$ cat src/rtl/wbps_pkg.sv
// Shared constants for the wildcard byte pattern search unit.
// No dependencies; used by the top level and its port checker.
`default_nettype none

package wbps_pkg;

    // Field widths fixed by the block's interface
    localparam int DATA_W      = 8;
    localparam int CFG_DATA_W  = 64;
    localparam int CFG_IDX_W   = 3;
    localparam int WC_W        = 16;
    localparam int LEN_W       = 5;
    localparam int OUT_ADDR_W  = 32;
    localparam int OFFSET_W    = 32;
    localparam int PAT_BYTES   = 16;

    // Configuration register indexes
    localparam logic [CFG_IDX_W-1:0] CFG_PAT_LOW  = 3'd0;
    localparam logic [CFG_IDX_W-1:0] CFG_PAT_HIGH = 3'd1;
    localparam logic [CFG_IDX_W-1:0] CFG_WC_MASK  = 3'd2;
    localparam logic [CFG_IDX_W-1:0] CFG_PAT_LEN  = 3'd3;
    localparam logic [CFG_IDX_W-1:0] CFG_BASE     = 3'd4;

endpackage

`default_nettype wire

$ cat src/rtl/wildcard_byte_pattern_search_unit.sv
// Top level of the wildcard byte pattern search unit.
// Depends on wbps_pkg for field widths and configuration register indexes.
`default_nettype none

// Streams the bytes of a memory region, one item per cycle, and reports the
// first place where the configured pattern (up to MAX_PATTERN bytes, each
// position optionally a wildcard) occurs. An item is taken in every cycle in
// which i_valid is high and o_stall is low; o_stall rises only while a
// finished result sits in the output register and the receiver stalls it.
// For each item the shift window is updated and all pattern
// positions are compared in parallel in the accepting cycle, and the result
// (found with the start address, or not found with address 0 on the
// region's last byte) appears in the output register on the next cycle.
// After a match the rest of the region is swallowed without results; the
// last byte of every region returns the fill count, offset and done flag to
// their starting values. The byte offset saturates at 2^32-1. Configuration
// writes (o_cfg_ready is always high) should be made while the unit is idle;
// they apply from the next item on.
module wildcard_byte_pattern_search_unit #(
    parameter int MAX_PATTERN = 16,
    parameter int ADDR_BITS   = 32
) (
    input  wire logic                                 i_clk,
    input  wire logic                                 i_rst_n,
    // byte stream in
    input  wire logic                                 i_valid,
    output logic                                      o_stall,
    input  wire logic [wbps_pkg::DATA_W-1:0]          i_data_byte,
    input  wire logic                                 i_last_byte,
    // result out
    output logic                                      o_valid,
    input  wire logic                                 i_stall,
    output logic                                      o_found,
    output logic [wbps_pkg::OUT_ADDR_W-1:0]           o_match_address,
    // configuration writes
    input  wire logic                                 i_cfg_valid,
    output logic                                      o_cfg_ready,
    input  wire logic [wbps_pkg::CFG_IDX_W-1:0]       i_cfg_index,
    input  wire logic [wbps_pkg::CFG_DATA_W-1:0]      i_cfg_data
);

    localparam int IDX_W  = (MAX_PATTERN > 1) ? $clog2(MAX_PATTERN) : 1;
    localparam int FILL_W = $clog2(MAX_PATTERN + 1);
    localparam int AW     = wbps_pkg::OUT_ADDR_W;
    localparam int LW     = wbps_pkg::LEN_W;
    // addresses wrap at 2^ADDR_BITS, then only the low 32 bits are reported
    localparam logic [AW-1:0] ADDR_MASK = (ADDR_BITS >= AW) ? {AW{1'b1}}
                                        : AW'((64'd1 << ADDR_BITS) - 64'd1);
    localparam logic [FILL_W-1:0] FILL_MAX = FILL_W'(MAX_PATTERN);
    localparam logic [wbps_pkg::OFFSET_W-1:0] OFFSET_MAX = '1;

    // configuration
    logic [wbps_pkg::CFG_DATA_W-1:0]   r_pat_low;
    logic [wbps_pkg::CFG_DATA_W-1:0]   r_pat_high;
    logic [wbps_pkg::WC_W-1:0]         r_wc_mask;
    logic [LW-1:0]                     r_pat_len;
    logic [AW-1:0]                     r_base;

    // scan state
    logic [wbps_pkg::DATA_W-1:0]       r_window [MAX_PATTERN];
    logic [wbps_pkg::DATA_W-1:0]       n_window [MAX_PATTERN];
    logic [FILL_W-1:0]                 r_fill;
    logic [FILL_W-1:0]                 n_fill;
    logic [wbps_pkg::OFFSET_W-1:0]     r_offset;
    logic                              r_done;

    // output register
    logic                              r_out_valid;
    logic                              r_out_found;
    logic [AW-1:0]                     r_out_addr;

    logic                              in_acc;
    logic                              out_acc;
    logic [LW-1:0]                     used_len;
    logic [2*wbps_pkg::CFG_DATA_W-1:0] pat_all;
    logic                              mismatch;
    logic                              match;
    logic [AW-1:0]                     start_off;
    logic [AW-1:0]                     n_addr;

    assign o_cfg_ready     = 1'b1;
    assign o_stall         = r_out_valid && i_stall;
    assign o_valid         = r_out_valid;
    assign o_found         = r_out_found;
    assign o_match_address = r_out_addr;

    assign in_acc  = i_valid && !o_stall;
    assign out_acc = r_out_valid && !i_stall;
    assign pat_all = {r_pat_high, r_pat_low};

    // length register clamped into 1..MAX_PATTERN
    always_comb begin
        if (r_pat_len == '0) begin
            used_len = LW'(1);
        end else if (r_pat_len > LW'(MAX_PATTERN)) begin
            used_len = LW'(MAX_PATTERN);
        end else begin
            used_len = r_pat_len;
        end
    end

    // window after this byte is shifted in; newest byte at entry 0
    always_comb begin
        n_window[0] = i_data_byte;
        for (int k = 1; k < MAX_PATTERN; k++) begin
            n_window[k] = r_window[k-1];
        end
        n_fill = (r_fill == FILL_MAX) ? r_fill : r_fill + FILL_W'(1);
    end

    // pattern byte i lines up with window entry len-1-i
    always_comb begin
        logic [LW-1:0] j;
        j        = '0;
        mismatch = 1'b0;
        for (int i = 0; i < MAX_PATTERN; i++) begin
            j = used_len - LW'(1) - LW'(i);
            if ((LW'(i) < used_len) && !r_wc_mask[i] &&
                (n_window[j[IDX_W-1:0]] != pat_all[8*i +: 8])) begin
                mismatch = 1'b1;
            end
        end
        match = (LW'(n_fill) >= used_len) && !mismatch;
    end

    // start address of the match: offset of this byte minus (len - 1)
    assign start_off = r_offset - AW'(used_len - LW'(1));
    assign n_addr    = (r_base + start_off) & ADDR_MASK;

    // configuration registers
    always_ff @(posedge i_clk) begin
        if (!i_rst_n) begin
            r_pat_low  <= '0;
            r_pat_high <= '0;
            r_wc_mask  <= '0;
            r_pat_len  <= LW'(1);
            r_base     <= '0;
        end else if (i_cfg_valid && o_cfg_ready) begin
            unique case (i_cfg_index)
                wbps_pkg::CFG_PAT_LOW:  r_pat_low  <= i_cfg_data;
                wbps_pkg::CFG_PAT_HIGH: r_pat_high <= i_cfg_data;
                wbps_pkg::CFG_WC_MASK:  r_wc_mask  <= i_cfg_data[wbps_pkg::WC_W-1:0];
                wbps_pkg::CFG_PAT_LEN:  r_pat_len  <= i_cfg_data[LW-1:0];
                wbps_pkg::CFG_BASE:     r_base     <= i_cfg_data[AW-1:0];
                default: ;
            endcase
        end
    end

    // window contents need no reset: entries beyond the fill count are never compared
    always_ff @(posedge i_clk) begin
        if (in_acc && !r_done) begin
            for (int k = 0; k < MAX_PATTERN; k++) begin
                r_window[k] <= n_window[k];
            end
        end
    end

    // scan control and result register
    always_ff @(posedge i_clk) begin
        if (!i_rst_n) begin
            r_fill      <= '0;
            r_offset    <= '0;
            r_done      <= 1'b0;
            r_out_valid <= 1'b0;
        end else begin
            // a new result may replace the one leaving in the same cycle
            if (in_acc && !r_done && (match || i_last_byte)) begin
                r_out_valid <= 1'b1;
            end else if (out_acc) begin
                r_out_valid <= 1'b0;
            end
            if (in_acc) begin
                if (i_last_byte) begin
                    // region end: back to a fresh scan
                    r_fill   <= '0;
                    r_offset <= '0;
                    r_done   <= 1'b0;
                end else if (!r_done) begin
                    r_fill <= n_fill;
                    if (r_offset != OFFSET_MAX) begin
                        r_offset <= r_offset + wbps_pkg::OFFSET_W'(1);
                    end
                    if (match) begin
                        r_done <= 1'b1;
                    end
                end
            end
        end
    end

    // result payload, loaded only when a result is produced
    always_ff @(posedge i_clk) begin
        if (in_acc && !r_done && (match || i_last_byte)) begin
            r_out_found <= match;
            r_out_addr  <= match ? n_addr : '0;
        end
    end

endmodule

`default_nettype wire

$ cat config.mk
export PLATFORM = sky130hd
export DESIGN_NAME = wildcard_byte_pattern_search_unit
export DESIGN_NICKNAME = d
export VERILOG_FILES = /design/src/rtl/wbps_pkg.sv /design/src/rtl/wildcard_byte_pattern_search_unit.sv
export SDC_FILE = /design/constraint.sdc
export NUM_CORES = 1
export LEC_CHECK = 0
export ABC_AREA = 1
export BUFFER_PORTS_ARGS = -buffer_cell sky130_fd_sc_hd__buf_4
export CAP_MARGIN = 5
export CORE_UTILIZATION = 27
export CTS_CLUSTER_DIAMETER = 50
export DETAILED_ROUTE_END_ITERATION = 7
export PLACE_DENSITY_LB_ADDON = 0.3
export SLEW_MARGIN = 25
export SYNTH_ARGS = -nofsm -noshare
export SYNTH_HDL_FRONTEND = slang
export SYNTH_SLANG_ARGS = --single-unit
$ cat constraint.sdc
create_clock -name i_clk -period 9.15 [get_ports i_clk]
set_input_delay 0.915 -clock i_clk [delete_from_list [all_inputs] [get_ports i_clk]]
set_output_delay 0.915 -clock i_clk [all_outputs]
set_load 0.005 [all_outputs]
==> run_summary.xml <==
<?xml version="1.0" encoding="UTF-8"?>
<metrics>
  <group name="synthesis">
    <metric name="syn_area_per_cell" unit="µm²">6.53</metric>
    <metric name="postSynthNetCount" unit="">4066</metric>
    <metric name="synthArstFlopShare" unit="%">0</metric>
    <metric name="post-synth-top-area-cell" unit="">nand2_1</metric>
    <metric name="dominantRegCellSynth" unit="">dfxtp_1</metric>
    <metric name="ys_seq_area_share" unit="%">35.3</metric>
    <metric name="synth_cell_types" unit="">51</metric>
    <metric name="synth_enable_flop_cells" unit="">153</metric>
    <metric name="yosys_warnings" unit="">0</metric>
    <metric name="postSynthCellCount" unit="">3903</metric>
    <metric name="synthTopCellsByArea" unit="">nand2_1 (19%), edfxtp_1 (18%), dfxtp_1 (17%)</metric>
    <metric name="post_synth_instance_area" unit="µm²">25500</metric>
    <metric name="synth_top_cell_area_share" unit="%">19.5</metric>
    <metric name="ys_seq_elements" unit="">373</metric>
  </group>
  <group name="pwr">
    <metric name="sw_frac_of_total" unit="%">37.6</metric>
    <metric name="power_density" unit="nW/µm²">196</metric>
    <metric name="comb_power_share" unit="%">29.1</metric>
    <metric name="clock_power_share" unit="%">38.2</metric>
    <metric name="ir_worst_vdd" unit="µV">142</metric>
    <metric name="netSwitchingPower" unit="mW">2.15</metric>
    <metric name="power_report.internal_total" unit="mW">3.57</metric>
    <metric name="power_frac_seq" unit="%">32.7</metric>
    <metric name="leakage_power_figure" unit="nW">13.6</metric>
  </group>
  <group name="timing">
    <metric name="final-max-slew-violation-count" unit="">0</metric>
    <metric name="period_needed" unit="ps">6690</metric>
    <metric name="tightestPinTransition" unit="ps">1020</metric>
    <metric name="rsz_0062_raised_after_global_routing" unit="">no</metric>
    <metric name="min_period_over_period" unit="%">73.1</metric>
    <metric name="worst_clock_skew" unit="ps">26.3</metric>
    <metric name="maxSlewHeadroom" unit="%">31.8</metric>
    <metric name="timing.final.hold_violations" unit="">0</metric>
    <metric name="hold_ws" unit="ps">451</metric>
    <metric name="finalSetupTns" unit="ps">0</metric>
    <metric name="setup_violations" unit="">0</metric>
    <metric name="timing.fmax" unit="MHz">150</metric>
    <metric name="timing.final.ws_setup" unit="ps">2460</metric>
  </group>
  <group name="clock_tree">
    <metric name="cts.repair.resized" unit="">0</metric>
    <metric name="cts_post_setup_buffers_inserted" unit="">0</metric>
    <metric name="tritoncts_num_sinks" unit="">373</metric>
    <metric name="cts_max_level" unit="">2</metric>
    <metric name="clk_path_buf_depth" unit="">3</metric>
    <metric name="worstSkewPairLatency" unit="ps">640</metric>
    <metric name="clock_tree.root_cell" unit="">clkbuf_16</metric>
    <metric name="clock_tree_from_tritoncts" unit="">yes</metric>
    <metric name="numCtsBuffers" unit="">56</metric>
    <metric name="cts.hold.buffers_added" unit="">0</metric>
    <metric name="cts.clk_slew.worst_paths" unit="ps">60</metric>
  </group>
  <group name="final_layout">
    <metric name="nets" unit="">4095</metric>
    <metric name="most_frequent_standard_cell_in_the_layout_excluding_fill_and_tap_cells" unit="">nand2_1</metric>
    <metric name="post-route-cell-area" unit="µm²">29200</metric>
    <metric name="layout_stage_area_growth_over_the_synthesis_result" unit="%">14.7</metric>
    <metric name="layout.core_utilization" unit="%">31.3</metric>
    <metric name="fill_cells" unit="">10400</metric>
    <metric name="layout.cells.most_common_list" unit="">nand2_1 (1322), nand3_1 (684), inv_1 (393)</metric>
    <metric name="post_route_cells_drive_above_1_share" unit="%">7.51</metric>
  </group>
  <group name="route">
    <metric name="antenna_violating_nets_remaining" unit="">0</metric>
    <metric name="remaining_drc_errors" unit="">0</metric>
    <metric name="drt-total-wl" unit="mm">105</metric>
    <metric name="first_iter_violations" unit="">2979</metric>
    <metric name="dr.pass1.iters" unit="">6</metric>
    <metric name="detailroute.via_count" unit="">26200</metric>
    <metric name="vias_per_std_cell" unit="">5.01</metric>
    <metric name="wl_per_cell" unit="µm">20.0</metric>
  </group>
  <group name="setup_path">
    <metric name="timing.critical_path.to_type" unit="">flip-flop</metric>
    <metric name="critical_path.cell_chain" unit="">inv_4, nand2_1, buf_4, nand2_4, ha_2, buf_4, buf_4, fa_1, fa_1, nor2_1, o21ai_0, nand2_1, nand2_1, nand2_1, a21oi_1, o21ai_0, a21oi_1, o21ai_0, a21boi_0, o21ai_0, nand2_1, a21o_1, a21oi_1</metric>
    <metric name="timing.setup.critical_path_class" unit="">reg -&gt; reg</metric>
    <metric name="worstPathArrival" unit="ps">7150</metric>
    <metric name="critPathTopFamily" unit="">compound AO/OA/AOI/OAI gates</metric>
    <metric name="critical_path.slowest_cell" unit="">dfxtp_1</metric>
    <metric name="critical_path.max_fanout" unit="">39</metric>
    <metric name="critical_path.max_stage_delay" unit="ps">680</metric>
    <metric name="path_common_cell" unit="">nand2_1</metric>
    <metric name="crit_required" unit="ps">9610</metric>
    <metric name="cp.buffers_inverters" unit="">4</metric>
    <metric name="crit_path_start_kind" unit="">flip-flop</metric>
  </group>
  <group name="worst_hold_path">
    <metric name="worstHoldPathType" unit="">reg -&gt; reg</metric>
  </group>
  <group name="floorplanning">
    <metric name="floorplan.io_pins" unit="">117</metric>
    <metric name="rows" unit="">112</metric>
    <metric name="core_region_area" unit="µm²">93300</metric>
    <metric name="die_area" unit="µm²">95600</metric>
    <metric name="fp.dieW" unit="µm">309</metric>
    <metric name="die_outline_height" unit="µm">309</metric>
    <metric name="initial_utilization" unit="%">27.3</metric>
  </group>
  <group name="place">
    <metric name="place_hpwl" unit="mm">79.6</metric>
    <metric name="total_of_buffers_placed_on_input_and_output_ports" unit="">115</metric>
    <metric name="total_placed_instance_area" unit="µm²">27300</metric>
    <metric name="preCtsSetupSlack" unit="ps">2670</metric>
    <metric name="finalWeightedCongestion" unit="">0.987</metric>
  </group>
  <group name="global_routing">
    <metric name="grt_first_pass_wirelength" unit="mm">156</metric>
    <metric name="antenna_found_initial" unit="">1</metric>
    <metric name="grt_remaining_overflow" unit="">0</metric>
    <metric name="global_route.usage.total" unit="%">21.8</metric>
    <metric name="vias_in_the_first_global_route" unit="">24200</metric>
    <metric name="grt_max_degree" unit="">101</metric>
  </group>
  <group name="outcome">
    <metric name="status" unit="">finished, final reports clean</metric>
  </group>
  <group name="run">
    <metric name="max_cap_viol_count" unit="">0</metric>
  </group>
</metrics>
## synth_stat cells, drive strengths merged, types with 3 or more instances
cell / number
a211oi: 6
a21oi: 183
a311o: 4
a31oi: 4
buf: 84
clkbuf: 88
clkinv: 4
dfxtp: 220
edfxtp: 153
fa: 30
ha: 52
inv: 404
nand2: 1343
nand3: 689
nand3b: 46
nand4: 14
nor2: 272
nor3: 20
nor4: 8
o21a: 7
o21ai: 214
o21bai: 3
or2: 7
xnor2: 6
xor2: 24
## cells by family after synthesis
kind of cell | synth area share (%)
buf+inv | 9.28
compound gates | 9.01
xor+xnor | 1.03
fa+ha+maj | 4.91
other cells | 0.0147
simple gates | 40.4
flops | 35.3
## metrics by stage
stage               power, mW  cells
global placement         3.53   5128
CTS                      5.74   5234
global route             6.02   5234
finish                   5.72   5235
floorplan                3.00   3903
detailed placement       3.53   5128
## area by class of cell
cell class	count	area [µm²]	area share [%]
Clock buffer	68	1530	5.24
Tap cell	1254	1570	5.37
Clock inverter	38	355	1.22
Sequential cell	373	9000	30.8
Timing Repair Buffer	143	1070	3.67
Antenna cell	1	2.50	0.00856
Inverter	408	1540	5.27
Multi-Input combinational cell	2950	14200	48.4
## routing by layer
layer	global-route usage [%]	vias to the layer above	wire length (µm)
li1	-	12800	-
met4	10.8	0	5600
met2	33.5	1025	45100
met5	0	-	0
met3	3.78	209	7540
met1	29.4	12200	46600
## registers in the layout (all words and copies together), names as in the netlist
register	cells
r_pat_low	64
o_valid	1
r_offset	32
r_pat_high	64
r_wc_mask	16
r_fill	5
r_done	1
r_window	120
o_match_address	32
o_found	1
r_pat_len	5
r_base	32
## power groups by stage
stage	Sequential, mW	Clock [mW]	Combinational [mW]
global placement	1.90	0	1.63
floorplan	1.88	0	1.12
detailed placement	1.90	0	1.63
global route	1.88	2.29	1.85
finish	1.87	2.19	1.66
CTS	1.87	2.24	1.64
## worst paths after layout
| kind | slack [ps] | endpoint | depth (start not counted) | startpoint |
|---|---|---|---|---|
| hold reg to reg | 450 | r_window[1][42] | 0 | r_window[1][34] |
| setup / recovery | 2460 | o_match_address[20] | 23 | r_pat_len[4] |
| setup reg to reg | 2460 | o_match_address[20] | 23 | r_pat_len[4] |
| hold / removal | 450 | r_window[1][42] | 0 | r_window[1][34] |
(Power assumes the default switching activity.)
